--- config.mk ---
export PLATFORM = sky130hd
export DESIGN_NAME = dds_tone_with_fade
export DESIGN_NICKNAME = d
export VERILOG_FILES = /design/src/rtl/dtf_pkg.sv /design/src/rtl/dtf_fifo.sv /design/src/rtl/dtf_front.sv /design/src/rtl/dtf_back.sv /design/src/rtl/dds_tone_with_fade.sv
export SDC_FILE = /design/constraint.sdc
export NUM_CORES = 1
export LEC_CHECK = 0
export BUFFER_PORTS_ARGS = -buffer_cell sky130_fd_sc_hd__buf_2
export CELL_PAD_IN_SITES_DETAIL_PLACEMENT = 1
export CELL_PAD_IN_SITES_GLOBAL_PLACEMENT = 1
export CORE_UTILIZATION = 50
export CTS_BUF_LIST = sky130_fd_sc_hd__clkbuf_8
export DETAILED_ROUTE_END_ITERATION = 16
export PLACE_DENSITY = 0.9
export SLEW_MARGIN = 20
export SYNTH_ARGS = -nofsm -noshare
export SYNTH_HDL_FRONTEND = slang
export SYNTH_SLANG_ARGS = --single-unit
export TNS_END_PERCENT = 50
--- constraint.sdc ---
create_clock -name clk -period 7.22 [get_ports clk]
set_input_delay 0.361 -clock clk [delete_from_list [all_inputs] [get_ports clk]]
set_output_delay 0.361 -clock clk [all_outputs]
set_load 0.01 [all_outputs]
--- src/rtl/dtf_pkg.sv ---
// Shared types, constants and elaboration-time sine table builder for the DDS tone block.
package dtf_pkg;

    localparam int AMP_W      = 11;
    localparam int SINE_W     = 12;
    localparam int SAMPLE_W   = 12;
    localparam int CTRL_W     = 4;
    localparam int PHASE_W    = 32;
    localparam int CFG_IDX_W  = 8;
    localparam int CFG_DATA_W = 16;

    localparam logic [AMP_W-1:0]    FULL_AMPLITUDE  = 11'd2047;
    localparam logic [SAMPLE_W-1:0] DAC_MIDSCALE    = 12'd2048;
    localparam logic [CTRL_W-1:0]   CTRL_RESET      = 4'd3;
    localparam logic [AMP_W-1:0]    FADE_STEP_RESET = 11'd103;

    localparam logic [63:0] PI_FIXED   = 64'h3243F6A8885A308D;
    localparam int          FRAC_BITS  = 60;
    localparam int          TAYLOR_N   = 14;

    typedef enum logic [CFG_IDX_W-1:0] {
        CFG_DAC_CTRL  = 8'd0,
        CFG_FADE_STEP = 8'd1
    } cfg_index_t;

    typedef enum logic {
        MODE_SAMPLE = 1'b0,
        MODE_FADE   = 1'b1
    } mode_t;

    typedef struct packed {
        logic [CTRL_W-1:0] dac_ctrl;
        logic [AMP_W-1:0]  fade_step;
    } dtf_cfg_t;

    // Shift-subtract divide, used only while building the table.
    function automatic logic [63:0] dtf_udiv(input logic [63:0] num, input logic [63:0] den);
        logic [64:0] rem;
        logic [63:0] quo;
        rem = '0;
        quo = '0;
        for (int b = 63; b >= 0; b--)
        begin
            rem = {rem[63:0], num[b]};
            if (rem >= {1'b0, den})
            begin
                rem    = rem - {1'b0, den};
                quo[b] = 1'b1;
            end
        end
        return quo;
    endfunction

    function automatic logic [63:0] dtf_fx_mul(input logic [63:0] x, input logic [63:0] y);
        logic [127:0] p;
        p = {64'd0, x} * {64'd0, y};
        return p[FRAC_BITS+63:FRAC_BITS];
    endfunction

    function automatic logic [63:0] dtf_fx_frac(input logic [63:0] num, input logic [63:0] den);
        logic [63:0] res;
        res = '0;
        for (int k = 0; k < FRAC_BITS; k++)
        begin
            num = {num[62:0], 1'b0};
            res = {res[62:0], 1'b0};
            if (num >= den)
            begin
                num    = num - den;
                res[0] = 1'b1;
            end
        end
        return res;
    endfunction

    // trunc(FULL_AMPLITUDE * sin(i * 6.283 / depth)) in 60-bit fixed point
    function automatic logic signed [SINE_W-1:0] dtf_sine_entry(input int unsigned i,
                                                                input int unsigned depth);
        logic [63:0] n;
        logic [63:0] d;
        logic [63:0] q;
        logic [63:0] r;
        logic [63:0] a;
        logic [63:0] x2;
        logic [63:0] term;
        logic [63:0] sum;
        logic [63:0] mag;
        logic [63:0] m;
        logic        neg;
        n   = 64'(i) * 64'd6283;
        d   = 64'd1000 * 64'(depth);
        q   = dtf_udiv(n, d);
        r   = n - q * d;
        a   = (q << FRAC_BITS) + dtf_fx_frac(r, d);
        neg = 1'b0;
        for (int j = 0; j < 2; j++)
        begin
            if (a >= PI_FIXED)
            begin
                a   = a - PI_FIXED;
                neg = !neg;
            end
        end
        if (a > (PI_FIXED >> 1))
            a = PI_FIXED - a;
        x2   = dtf_fx_mul(a, a);
        term = a;
        sum  = a;
        for (int k = 1; k <= TAYLOR_N; k++)
        begin
            m    = 64'((2 * k) * (2 * k + 1));
            term = dtf_udiv(dtf_fx_mul(term, x2), m);
            if ((k & 1) != 0)
                sum = sum - term;
            else
                sum = sum + term;
        end
        mag = dtf_fx_mul(sum, 64'(FULL_AMPLITUDE));
        return neg ? -SINE_W'(mag) : SINE_W'(mag);
    endfunction

endpackage

--- src/rtl/dtf_fifo.sv ---
// Small register queue between the front and back parts.
module dtf_fifo
    import dtf_pkg::*;
#(
    parameter int WIDTH = 19,
    parameter int DEPTH = 4
)
(
    input  logic             clk,
    input  logic             rst_n,
    input  logic             push,
    input  logic [WIDTH-1:0] push_data,
    input  logic             pop,
    output logic [WIDTH-1:0] pop_data,
    output logic             empty,
    output logic             full
);

    localparam int PW = (DEPTH > 1) ? $clog2(DEPTH) : 1;
    localparam int CW = $clog2(DEPTH + 1);

    logic [WIDTH-1:0] mem_reg [DEPTH];
    logic [PW-1:0]    wr_ptr_reg;
    logic [PW-1:0]    wr_ptr_next;
    logic [PW-1:0]    rd_ptr_reg;
    logic [PW-1:0]    rd_ptr_next;
    logic [CW-1:0]    count_reg;
    logic [CW-1:0]    count_next;

    assign empty    = (count_reg == '0);
    assign full     = (count_reg == CW'(DEPTH));
    assign pop_data = mem_reg[rd_ptr_reg];

    always_comb
    begin
        wr_ptr_next = wr_ptr_reg;
        rd_ptr_next = rd_ptr_reg;
        count_next  = count_reg;
        if (push)
            wr_ptr_next = (wr_ptr_reg == PW'(DEPTH - 1)) ? '0 : wr_ptr_reg + 1'b1;
        if (pop)
            rd_ptr_next = (rd_ptr_reg == PW'(DEPTH - 1)) ? '0 : rd_ptr_reg + 1'b1;
        if (push && !pop)
            count_next = count_reg + 1'b1;
        else if (pop && !push)
            count_next = count_reg - 1'b1;
    end

    always_ff @(posedge clk or negedge rst_n)
    begin
        if (!rst_n)
        begin
            wr_ptr_reg <= '0;
            rd_ptr_reg <= '0;
            count_reg  <= '0;
        end
        else
        begin
            wr_ptr_reg <= wr_ptr_next;
            rd_ptr_reg <= rd_ptr_next;
            count_reg  <= count_next;
        end
    end

    always_ff @(posedge clk)
    begin
        if (push)
            mem_reg[wr_ptr_reg] <= push_data;
    end

`ifndef SYNTHESIS
    a_no_overflow: assert property (@(posedge clk) disable iff (!rst_n) push |-> !full || pop)
        else $error("queue written while full");
    a_no_underflow: assert property (@(posedge clk) disable iff (!rst_n) pop |-> !empty)
        else $error("queue read while empty");
`endif

endmodule

--- src/rtl/dtf_front.sv ---
// Front part: takes input transfers, advances phase, applies fades, queues sample work.
module dtf_front
    import dtf_pkg::*;
#(
    parameter int IDX_W = 8
)
(
    input  logic                     clk,
    input  logic                     rst_n,
    input  logic                     in_valid,
    output logic                     in_ready,
    input  logic                     mode,
    input  logic [PHASE_W-1:0]       phase_increment,
    input  logic                     tone_enable,
    input  dtf_cfg_t                 cfg,
    input  logic                     queue_full,
    output logic                     push,
    output logic [IDX_W+AMP_W-1:0]   push_data
);

    logic [PHASE_W-1:0] phase_reg;
    logic [PHASE_W-1:0] phase_next;
    logic [AMP_W-1:0]   amp_reg;
    logic [AMP_W-1:0]   amp_next;
    logic [AMP_W:0]     amp_sum;
    logic               accept;

    assign in_ready  = !queue_full;
    assign accept    = in_valid && in_ready;
    assign push      = accept && (mode == MODE_SAMPLE);
    assign push_data = {phase_next[PHASE_W-1 -: IDX_W], amp_reg};

    always_comb
    begin
        phase_next = phase_reg + phase_increment;
        amp_sum    = {1'b0, amp_reg} + {1'b0, cfg.fade_step};
        amp_next   = amp_reg;
        if (tone_enable && amp_reg < FULL_AMPLITUDE)
            amp_next = (amp_sum > {1'b0, FULL_AMPLITUDE}) ? FULL_AMPLITUDE : amp_sum[AMP_W-1:0];
        else if (!tone_enable && amp_reg != '0)
            amp_next = (cfg.fade_step >= amp_reg) ? '0 : amp_reg - cfg.fade_step;
    end

    always_ff @(posedge clk or negedge rst_n)
    begin
        if (!rst_n)
        begin
            phase_reg <= '0;
            amp_reg   <= FULL_AMPLITUDE;
        end
        else if (accept)
        begin
            if (mode == MODE_SAMPLE)
                phase_reg <= phase_next;
            else
                amp_reg <= amp_next;
        end
    end

`ifndef SYNTHESIS
    a_amp_bound: assert property (@(posedge clk) disable iff (!rst_n)
        amp_reg <= FULL_AMPLITUDE)
        else $error("amplitude beyond full scale");
`endif

endmodule

--- src/rtl/dtf_back.sv ---
// Back part: sine lookup, amplitude scaling and DAC word formatting pipeline.
module dtf_back
    import dtf_pkg::*;
#(
    parameter int TABLE_DEPTH = 256,
    parameter int IDX_W       = 8
)
(
    input  logic                   clk,
    input  logic                   rst_n,
    input  logic                   queue_empty,
    input  logic [IDX_W+AMP_W-1:0] queue_data,
    output logic                   pop,
    input  dtf_cfg_t               cfg,
    output logic                   out_valid,
    input  logic                   out_ready,
    output logic [15:0]            dac_word,
    output logic [AMP_W-1:0]       current_amplitude
);

    logic signed [SINE_W-1:0] rom_tab [TABLE_DEPTH];

    for (genvar g = 0; g < TABLE_DEPTH; g++)
    begin : g_rom
        localparam logic signed [SINE_W-1:0] ENTRY = dtf_sine_entry(g, TABLE_DEPTH);
        assign rom_tab[g] = ENTRY;
    end

    logic                     adv;
    logic                     v1_reg;
    logic signed [SINE_W-1:0] sine1_reg;
    logic [AMP_W-1:0]         amp1_reg;
    logic                     v2_reg;
    logic                     neg2_reg;
    logic [2*AMP_W-1:0]       prod2_reg;
    logic [AMP_W-1:0]         amp2_reg;
    logic                     out_valid_reg;
    logic [15:0]              dac_reg;
    logic [AMP_W-1:0]         amp_out_reg;

    logic [IDX_W-1:0]         rd_idx;
    logic [AMP_W-1:0]         rd_amp;
    logic [SINE_W-1:0]        sine_abs;
    logic [AMP_W-1:0]         q_est;
    logic [AMP_W:0]           q_rem;
    logic [AMP_W-1:0]         quot;
    logic [SAMPLE_W-1:0]      sample;

    assign adv    = !out_valid_reg || out_ready;
    assign pop    = adv && !queue_empty;
    assign rd_idx = queue_data[IDX_W+AMP_W-1:AMP_W];
    assign rd_amp = queue_data[AMP_W-1:0];

    // x / 2047 for x < 2047 * 2048: estimate x >> 11, then one correction step
    always_comb
    begin
        sine_abs = sine1_reg[SINE_W-1] ? SINE_W'(-sine1_reg) : SINE_W'(sine1_reg);
        q_est    = prod2_reg[2*AMP_W-1:AMP_W];
        q_rem    = {1'b0, q_est} + {1'b0, prod2_reg[AMP_W-1:0]};
        quot     = (q_rem >= {1'b0, FULL_AMPLITUDE}) ? q_est + 1'b1 : q_est;
        sample   = neg2_reg ? DAC_MIDSCALE - {1'b0, quot} : DAC_MIDSCALE + {1'b0, quot};
    end

    always_ff @(posedge clk or negedge rst_n)
    begin
        if (!rst_n)
        begin
            v1_reg        <= 1'b0;
            v2_reg        <= 1'b0;
            out_valid_reg <= 1'b0;
        end
        else if (adv)
        begin
            v1_reg        <= !queue_empty;
            v2_reg        <= v1_reg;
            out_valid_reg <= v2_reg;
        end
    end

    always_ff @(posedge clk)
    begin
        if (adv)
        begin
            sine1_reg   <= rom_tab[rd_idx];
            amp1_reg    <= rd_amp;
            neg2_reg    <= sine1_reg[SINE_W-1];
            prod2_reg   <= sine_abs[AMP_W-1:0] * amp1_reg;
            amp2_reg    <= amp1_reg;
            dac_reg     <= {cfg.dac_ctrl, sample};
            amp_out_reg <= amp2_reg;
        end
    end

    assign out_valid         = out_valid_reg;
    assign dac_word          = dac_reg;
    assign current_amplitude = amp_out_reg;

`ifndef SYNTHESIS
    a_sample_nonzero: assert property (@(posedge clk) disable iff (!rst_n)
        out_valid_reg |-> dac_reg[SAMPLE_W-1:0] != '0)
        else $error("offset sample out of range");
    a_stall_holds_pipe: assert property (@(posedge clk) disable iff (!rst_n)
        !adv |=> $stable(v2_reg) && (!v2_reg || $stable(prod2_reg)))
        else $error("pipeline moved while output stalled");
`endif

endmodule

--- src/rtl/dds_tone_with_fade.sv ---
// Top level of the DDS sine tone generator with amplitude fade.
//
//  channel | signals                          | payload
//  --------+----------------------------------+------------------------------------------
//  s_      | s_tvalid s_tready s_tdata s_tuser| tdata: phase_increment, tone_enable; tuser: mode
//  m_      | m_tvalid m_tready m_tdata        | tdata: dac_word, current_amplitude
//  cfg_    | cfg_valid cfg_ready              | cfg_index, cfg_data
//
// One transfer per cycle on each side while s_tready and m_tready are high. m_tvalid for a
// sample rises after the queue, then the sine lookup, multiply and divide-by-2047 registers.
// Reset: phase 0, amplitude 2047, control nibble 3, fade step 103.
// A 4-entry queue absorbs output stalls; s_tready drops only when it is full.
module dds_tone_with_fade
    import dtf_pkg::*;
#(
    parameter int TABLE_DEPTH = 256
)
(
    input  logic                  clk,
    input  logic                  rst_n,
    input  logic                  s_tvalid,
    output logic                  s_tready,
    input  logic [39:0]           s_tdata,   // phase_increment[31:0], tone_enable[32], zero pad
    input  logic [0:0]            s_tuser,   // mode[0]
    output logic                  m_tvalid,
    input  logic                  m_tready,
    output logic [31:0]           m_tdata,   // dac_word[15:0], current_amplitude[26:16], zero pad
    input  logic                  cfg_valid,
    output logic                  cfg_ready,
    input  logic [CFG_IDX_W-1:0]  cfg_index,
    input  logic [CFG_DATA_W-1:0] cfg_data
);

    localparam int IDX_W   = $clog2(TABLE_DEPTH);
    localparam int Q_DEPTH = 4;
    localparam int Q_W     = IDX_W + AMP_W;

    dtf_cfg_t         cfg_reg;
    logic             q_push;
    logic [Q_W-1:0]   q_push_data;
    logic             q_pop;
    logic [Q_W-1:0]   q_pop_data;
    logic             q_empty;
    logic             q_full;
    logic [15:0]      dac_word;
    logic [AMP_W-1:0] current_amplitude;

    assign cfg_ready = 1'b1;

    always_ff @(posedge clk or negedge rst_n)
    begin
        if (!rst_n)
        begin
            cfg_reg.dac_ctrl  <= CTRL_RESET;
            cfg_reg.fade_step <= FADE_STEP_RESET;
        end
        else if (cfg_valid && cfg_ready)
        begin
            case (cfg_index)
                CFG_DAC_CTRL:  cfg_reg.dac_ctrl  <= cfg_data[CTRL_W-1:0];
                CFG_FADE_STEP: cfg_reg.fade_step <= cfg_data[AMP_W-1:0];
                default:       ;
            endcase
        end
    end

    dtf_front #(
        .IDX_W (IDX_W)
    ) u_front (
        .clk             (clk),
        .rst_n           (rst_n),
        .in_valid        (s_tvalid),
        .in_ready        (s_tready),
        .mode            (s_tuser[0]),
        .phase_increment (s_tdata[PHASE_W-1:0]),
        .tone_enable     (s_tdata[PHASE_W]),
        .cfg             (cfg_reg),
        .queue_full      (q_full),
        .push            (q_push),
        .push_data       (q_push_data)
    );

    dtf_fifo #(
        .WIDTH (Q_W),
        .DEPTH (Q_DEPTH)
    ) u_fifo (
        .clk       (clk),
        .rst_n     (rst_n),
        .push      (q_push),
        .push_data (q_push_data),
        .pop       (q_pop),
        .pop_data  (q_pop_data),
        .empty     (q_empty),
        .full      (q_full)
    );

    dtf_back #(
        .TABLE_DEPTH (TABLE_DEPTH),
        .IDX_W       (IDX_W)
    ) u_back (
        .clk               (clk),
        .rst_n             (rst_n),
        .queue_empty       (q_empty),
        .queue_data        (q_pop_data),
        .pop               (q_pop),
        .cfg               (cfg_reg),
        .out_valid         (m_tvalid),
        .out_ready         (m_tready),
        .dac_word          (dac_word),
        .current_amplitude (current_amplitude)
    );

    assign m_tdata = {5'd0, current_amplitude, dac_word};

endmodule
==> summary.txt, run 1 <==
Worst hold path
  – Worst hold start: s_tdata[0]
  – Worst Hold Depth: 4
  – Min-Delay Path Class: input pin to flop
  – Hold worst-path end: u_front.phase_reg[0]

Cells and area
  – Nets: 2364
  – Seq. cell area: 6530 um^2
  – Number of fill cells: 4285
  – Final core utilization: 0.556
  – Area used by multi-input combinational logic: 11500 um^2
  – Max FFs per register: 76
  – Area added between synthesis and finish: 9.70%
  – Cell Count, Final, Fillers Out: 2604
  – Share of layout cells above drive strength 1: 0.127
  – Post-route cell area: 21000 um^2

Logic synthesis
  – Synth async-reset ratio: 0.298
  – Cells after Synth: 2011
  – Avg Inst Size Synth: 9.50 um^2
  – Synthesized area: 19100 um^2
  – XOR/XNOR Fraction of Synth Area: 0.0380
  – Largest family of logic cells by synthesized area: adder cells
  – Most used DFF post-synth: edfxtp_1
  – Mux share of post-synthesis cell area: 0.0437
  – Synth cell types: 85
  – Sequential area share after synthesis: 0.342
  – Area share of fa/ha/maj cells after synthesis: 0.188
  – Synth Area in Compound Gates: 0.184
  – EDFF count, synth: 160
  – Simple-Gate Fraction of Synth Area: 0.145
  – Synth warn: 0
  – Yosys reg bits: 228

Run
  – Number of max-cap violations: 0

Floorplanning
  – I/O Pins: 105
  – Initial Utilization: 0.507
  – Chip width: 197 um
  – Num rows: 71
  – Die Height: 197 um
  – Core Area: 37700 um^2
  – Die Area: 39000 um^2

Setup path
  – Crit Path Max Fanout: 11
  – Critical Path RT: 7.58 ns
  – Setup crit start: u_back.sine1_reg[5]
  – Arrival time at the worst endpoint: 7.38 ns
  – Crit path kind: flop to flop
  – Crit end category: flop
  – Reg2reg path depth: 21
  – R2R setup slack: 0.20 ns
  – RR Startpoint: u_back.sine1_reg[5]
  – RR Endpoint: u_back.prod2_reg[20]
  – CP Launch Type: flop

Route
  – Initial DRC count: 1539
  – Drt drc: 0
  – Routed WL per cell: 23.9 um
  – Number of vias per cell: 6.41
  – DRT antenna net count: 0
  – WL final: 62200 um
  – DR vias: 16700
  – Drt pass-1 iters: 6

STA
  – Worst slew margin: 0.285
  – Final hold violations: 0
  – Setup-failing EPs final: 0
  – Tcrit/Tclk final: 0.973
  – RSZ-0062 raised after global routing: false
  – Fin crit period: 7.02 ns
  – Setup TNS: 0 ns
  – Worst slew pin tran: 1.07 ns
  – Max-slew violations: 0
  – Maximum clock rate: 0.142 GHz
  – Clock skew: 0.0369 ns

Run status
  – Status: finished clean

Global route
  – First-pass GRT wire length: 98700 um
  – Largest net degree at the start of global routing: 69
  – Number of global-route vias before repair: 18000
  – Initial antenna violation count: 2
  – GRT Util Overall: 0.326
  – Gr ovfl total: 0

Clocking
  – Postcts setup bufs: 0
  – CTS buffer count: 43
  – Maximum buffer depth of the clock tree: 3
  – Worst-skew pair later-pin latency: 0.63 ns
  – CTS H-tree lvls: 2
  – Worst-path clk slew: 0.06 ns
  – CTS sink cnt: 228
  – TritonCTS clock tree: built
  – Clk root buf: clkbuf_8

Placement
  – Post-place instance area: 19900 um^2
  – Placed cell count: 2512
  – Port Buffers: 86
  – GP Congestion: 0.965
  – HPWL after DPL: 42500 um
==> placed cells by master, fill, tap and decap left out, types with 14 or more instances in the layout <==
cell | netlist | routed
buf_4 | 7 | 30
a21o_1 | 25 | 25
nand2_1 | 199 | 199
mux2i_1 | 17 | 15
o211ai_1 | 27 | 27
dfstp_2 | 18 | 18
nand2b_1 | 19 | 18
fa_1 | 85 | 85
nor3_1 | 35 | 35
inv_1 | 156 | 167
ha_1 | 151 | 151
or3_1 | 17 | 17
a311oi_1 | 15 | 15
edfxtp_1 | 160 | 160
xor2_1 | 27 | 27
nor2_1 | 116 | 116
dfrtp_1 | 50 | 50
nor2b_1 | 24 | 24
clkbuf_8 | 0 | 47
mux2_2 | 31 | 31
a21oi_1 | 118 | 118
nand3_1 | 40 | 40
o31ai_1 | 15 | 14
buf_2 | 13 | 85
a31oi_1 | 30 | 30
o21ai_0 | 145 | 144
xnor2_1 | 54 | 52
a211oi_1 | 27 | 26
and2_1 | 72 | 72
==> worst max-delay path: stages (launching register included) <==
cell	delay, ns
edfxtp_1	0.50
or4_1	0.62
o21ai_1	0.32
xnor2_2	0.34
nand2_1	0.24
fa_1	0.59
inv_1	0.07
fa_1	0.56
fa_1	0.46
fa_1	0.56
inv_1	0.06
fa_1	0.53
inv_1	0.04
ha_1	0.37
and2_1	0.19
o21ai_0	0.22
o31ai_2	0.15
o211ai_1	0.25
a21boi_0	0.13
o21a_1	0.19
o211ai_1	0.25
xnor2_1	0.11
==> repair_timing <==
item / CTS / global route
setup endpoints to repair: 2 / 4
hold buffers: 12 / 0
hold endpoints to repair: 65 / 0
gates resized for setup: 1 / 5
==> final cells by class <==
| cell class | count | area share |
|---|---|---|
| clock inverters | 32 | 0.0121 |
| multi-input cells | 1500 | 0.550 |
| diodes | 1 | 0.000119 |
| clock buffers | 47 | 0.0309 |
| flip-flops and latches | 228 | 0.312 |
| repair buffers | 127 | 0.0368 |
| inverters | 158 | 0.0283 |
| well taps | 511 | 0.0305 |
==> layer usage <==
layer / routed length [um] / vias up / part of all wire / global-route usage
met5: 13 / - / 0.00021 / 0
met2: 31200 / 812 / 0.50 / 0.565
met3: 4400 / 272 / 0.071 / 0.0608
li1: - / 7318 / - / -
met4: 3160 / 2 / 0.051 / 0.170
met1: 23400 / 8299 / 0.38 / 0.383
==> synth_stat cells, types with 35 or more instances <==
cell type    n  share of area
nand2_1    199          0.039
edfxtp_1   160           0.25
inv_1      156          0.031
ha_1       151          0.099
o21ai_0    145          0.038
a21oi_1    118          0.031
nor2_1     116          0.023
clkbuf_1    97          0.019
fa_1        85          0.089
and2_1      72          0.024
xnor2_1     54          0.025
dfrtp_1     50          0.066
nand3_1     40          0.010
nor3_1      35         0.0092
==> kinds of logic (layout without fill, tap and decap cells) <==
group | Yosys count | count (layout)
AOI/OAI and AO/OA | 537 | 537
xor gates and xnor gates | 82 | 82
adders and majority gates | 236 | 236
buffers and inverters | 287 | 364
DFF | 228 | 228
muxes | 62 | 62
other | 2 | 7
and+or+nand+nor | 577 | 577
==> metrics by stage <==
stage	hold slack [ns]	worst slack [ns]
finish	0.0808	0.198
global placement	0.401	0.516
floorplan	0.0654	0.882
CTS	0.0508	0.0425
detailed placement	0.406	0.0518
global route	0.0790	0.00615
==> worst max path at each step <==
stage,depth (start not counted),endpoint,slack (ns)
after floorplan,21,u_back.prod2_reg[19],0.88
after global placement,20,u_back.prod2_reg[19],0.52
after CTS,20,u_back.prod2_reg[19],0.04
after detailed placement,20,u_back.prod2_reg[19],0.05
final,21,u_back.prod2_reg[20],0.20
after global routing,21,u_back.prod2_reg[20],0.006
Power of run 1 is not shown: default switching activity piles up to over one toggle a cycle in this logic, so the estimate is an artifact.
==> inputs of run 2 (changes only) <==
Settings changed: ABC_AREA set to 1, CORE_UTILIZATION 50 to 49, PLACE_DENSITY 0.9 to 0.91.
==> run 2 against run 1 <==
Clock-buffer cell count grew 2. Area after synthesis down 0.16%. Maximum frequency increased by 4.4%. Via count rose by 6.5%. Wire length rose by 8.8%. Non-clock buffer count is 12 lower. Die area is 1.9% higher. Critical path depth unchanged. Synthesized cell count up 16%. First-iteration DRC count down 16%.
==> summary.txt, run 2 <==
Run status
  – Status: finished clean

Clocking
  – TritonCTS clock tree: built
  – Clk root buf: clkbuf_8
  – Worst-path clk slew: 0.06 ns
  – Maximum buffer depth of the clock tree: 3
  – CTS H-tree lvls: 2
  – Worst-skew pair later-pin latency: 0.65 ns
  – CTS sink cnt: 228
  – CTS buffer count: 43

STA
  – Worst slew margin: 0.353
  – Clock skew: 0.0563 ns
  – Worst slew pin tran: 0.971 ns
  – Max-slew violations: 0
  – Setup-failing EPs final: 0
  – Maximum clock rate: 0.149 GHz
  – Setup TNS: 0 ns
  – Tcrit/Tclk final: 0.932
  – RSZ-0062 raised after global routing: false
  – Final hold violations: 0
  – Fin crit period: 6.73 ns

Cells and area
  – Cell Count, Final, Fillers Out: 2987
  – Commonest non-fill, non-tap cell in the layout: nand2_1
  – Area added between synthesis and finish: 11.1%
  – Seq. cell area: 6530 um^2
  – Share of layout cells above drive strength 1: 0.108
  – Number of fill cells: 4669
  – Max FFs per register: 76
  – N_diodes: 0
  – Nets: 2747
  – Commonest non-fill, non-tap cells in the layout: nand2_1 (510), inv_1 (346), nor2_1 (216)
  – Area used by multi-input combinational logic: 10900 um^2

Route
  – DR vias: 17800
  – Routed WL per cell: 22.6 um
  – WL final: 67600 um
  – Initial DRC count: 1289
  – Drt pass-1 iters: 6
  – Number of vias per cell: 5.95
  – DRT antenna net count: 0
  – Drt drc: 0

Logic synthesis
  – Synth cell types: 66
  – Synth area leaders: edfxtp_1 (25%), nand2_1 (10%), ha_1 (9.9%)
  – Synthesized area: 19100 um^2
  – Most used DFF post-synth: edfxtp_1
  – Synth warn: 0
  – Count leader, synth: nand2_1
  – Yosys reg bits: 228
  – Synth async-reset ratio: 0.298
  – Top cell type by total area after synthesis: edfxtp_1
  – EDFF count, synth: 160
  – Avg Inst Size Synth: 8.14 um^2
  – Cells after Synth: 2342
  – Synth top area share: 0.252
  – Commonest cells in the netlist: nand2_1 (510), inv_1 (340), nor2_1 (216)
  – Sequential area share after synthesis: 0.342

Placement
  – HPWL after DPL: 48900 um
  – Port Buffers: 86
  – GP Congestion: 1.01
  – Placed cell count: 2895

Global route
  – Gr ovfl total: 0
  – First-pass GRT wire length: 106000 um
  – Largest net degree at the start of global routing: 85
  – GRT Util Overall: 0.350
  – Initial antenna violation count: 1
  – Number of global-route vias before repair: 19300

Floorplanning
  – Die Height: 199 um
  – Core Area: 38000 um^2
  – Chip width: 199 um
  – Initial Utilization: 0.502
  – I/O Pins: 105
  – Die Area: 39700 um^2
  – Num rows: 71

Setup path
  – Critical Path RT: 7.61 ns
  – Crit end category: flop
  – Crit path kind: flop to flop
  – Arrival time at the worst endpoint: 7.11 ns
  – CP Launch Type: flop
  – Crit Path Max Fanout: 9

Worst hold path
  – Min-Delay Path Class: input pin to flop

Run
  – Number of max-cap violations: 0
==> run 2: changes by cell type in the layout (fill, tap and decap cells not counted), moves of 16 or more <==
cell / previous run / this run
a211oi_1: 26 / 4
a21o_1: 25 / 9
and2_1: 72 / 5
inv_1: 167 / 346
mux2_2: 31 / 7
nand2_1: 199 / 510
nand2_2: 1 / 18
nand2b_1: 18 / 0
nand3_1: 40 / 110
nor2_1: 116 / 216
nor2b_1: 24 / 0
or3_1: 17 / 1
xnor2_1: 52 / 21
xor2_1: 27 / 50
==> run 2: final timing paths <==
check,start,endpoint,slack [ns],cells after the start
max in group asynchronous,rst_n,u_front.phase_reg[6],6.13,2
setup / recovery,u_back.sine1_reg[11],u_back.prod2_reg[17],0.49,21
hold reg to reg,u_back.amp2_reg[6],u_back.current_amplitude[6],0.40,0
setup reg to reg,u_back.sine1_reg[11],u_back.prod2_reg[17],0.49,21
min in group asynchronous,rst_n,cfg_reg[13],0.41,2
hold / removal,cfg_data[3],cfg_reg[3],0.06,3
==> run 2: what timing repair did <==
item	CTS	global route
buffers inserted	0	0
hold endpoints to repair	62	0
resized for setup	0	1
endpoints found under the setup margin	0	1
hold buffers	11	0
==> run 2: cells by family after synthesis <==
kind of cell               Yosys count  share of synthesized area
muxes                                7                    0.00413
adders and majority gates          236                      0.188
DFF                                228                      0.342
AOI/OAI and AO/OA                  427                      0.131
and+or+nand+nor                    956                      0.214
buffers and inverters              414                     0.0856
other                                2                   0.000394
xor gates and xnor gates            72                     0.0335
==> run 2: metrics by stage <==
| step | hold WS [ns] | worst slack (ns) | util | area (um^2) |
|---|---|---|---|---|
| 2_1_floorplan | 0.0654 | 1.25 | - | 19100 |
| 3_3_place_gp | 0.403 | 0.953 | 0.525 | 20000 |
| 3_5_place_dp | 0.406 | 0.505 | 0.525 | 20000 |
| 4_1_cts | 0.0310 | 0.485 | 0.556 | 21200 |
| 5_1_grt | 0.0371 | 0.0768 | 0.557 | 21200 |
| 6_report | 0.0608 | 0.495 | 0.557 | 21200 |
==> run 2: cell type report <==
| type | count | area share |
|---|---|---|
| multi-input combinational | 1704 | 0.516 |
| sequential | 228 | 0.308 |
| inverter | 349 | 0.0619 |
| timing repair buffer | 115 | 0.0326 |
| clock buffer | 49 | 0.0318 |
| tap | 511 | 0.0302 |
| clock inverter | 31 | 0.0193 |
==> run 2: routing by layer <==
layer	vias up	track usage	share of wire
met4	0	0.170	0.048
met2	725	0.610	0.50
met1	8861	0.420	0.39
met3	226	0.0552	0.062
met5	-	0	0
li1	7971	-	-
==> run 2: worst max-delay path, cell delays in order (launching register included) <==
cell	delay, ns
edfxtp_1	0.56
inv_1	0.24
or2_2	0.34
o21ai_1	0.40
inv_1	0.30
nand2_1	0.17
fa_1	0.46
fa_1	0.55
inv_1	0.06
fa_1	0.51
fa_1	0.56
inv_1	0.06
fa_1	0.53
inv_1	0.04
ha_1	0.36
nand2_1	0.07
o21ai_0	0.44
a21oi_1	0.16
o21bai_1	0.24
nand3_1	0.12
o21ai_0	0.20
xor2_1	0.09
Power of run 2 is left out for the same reason.
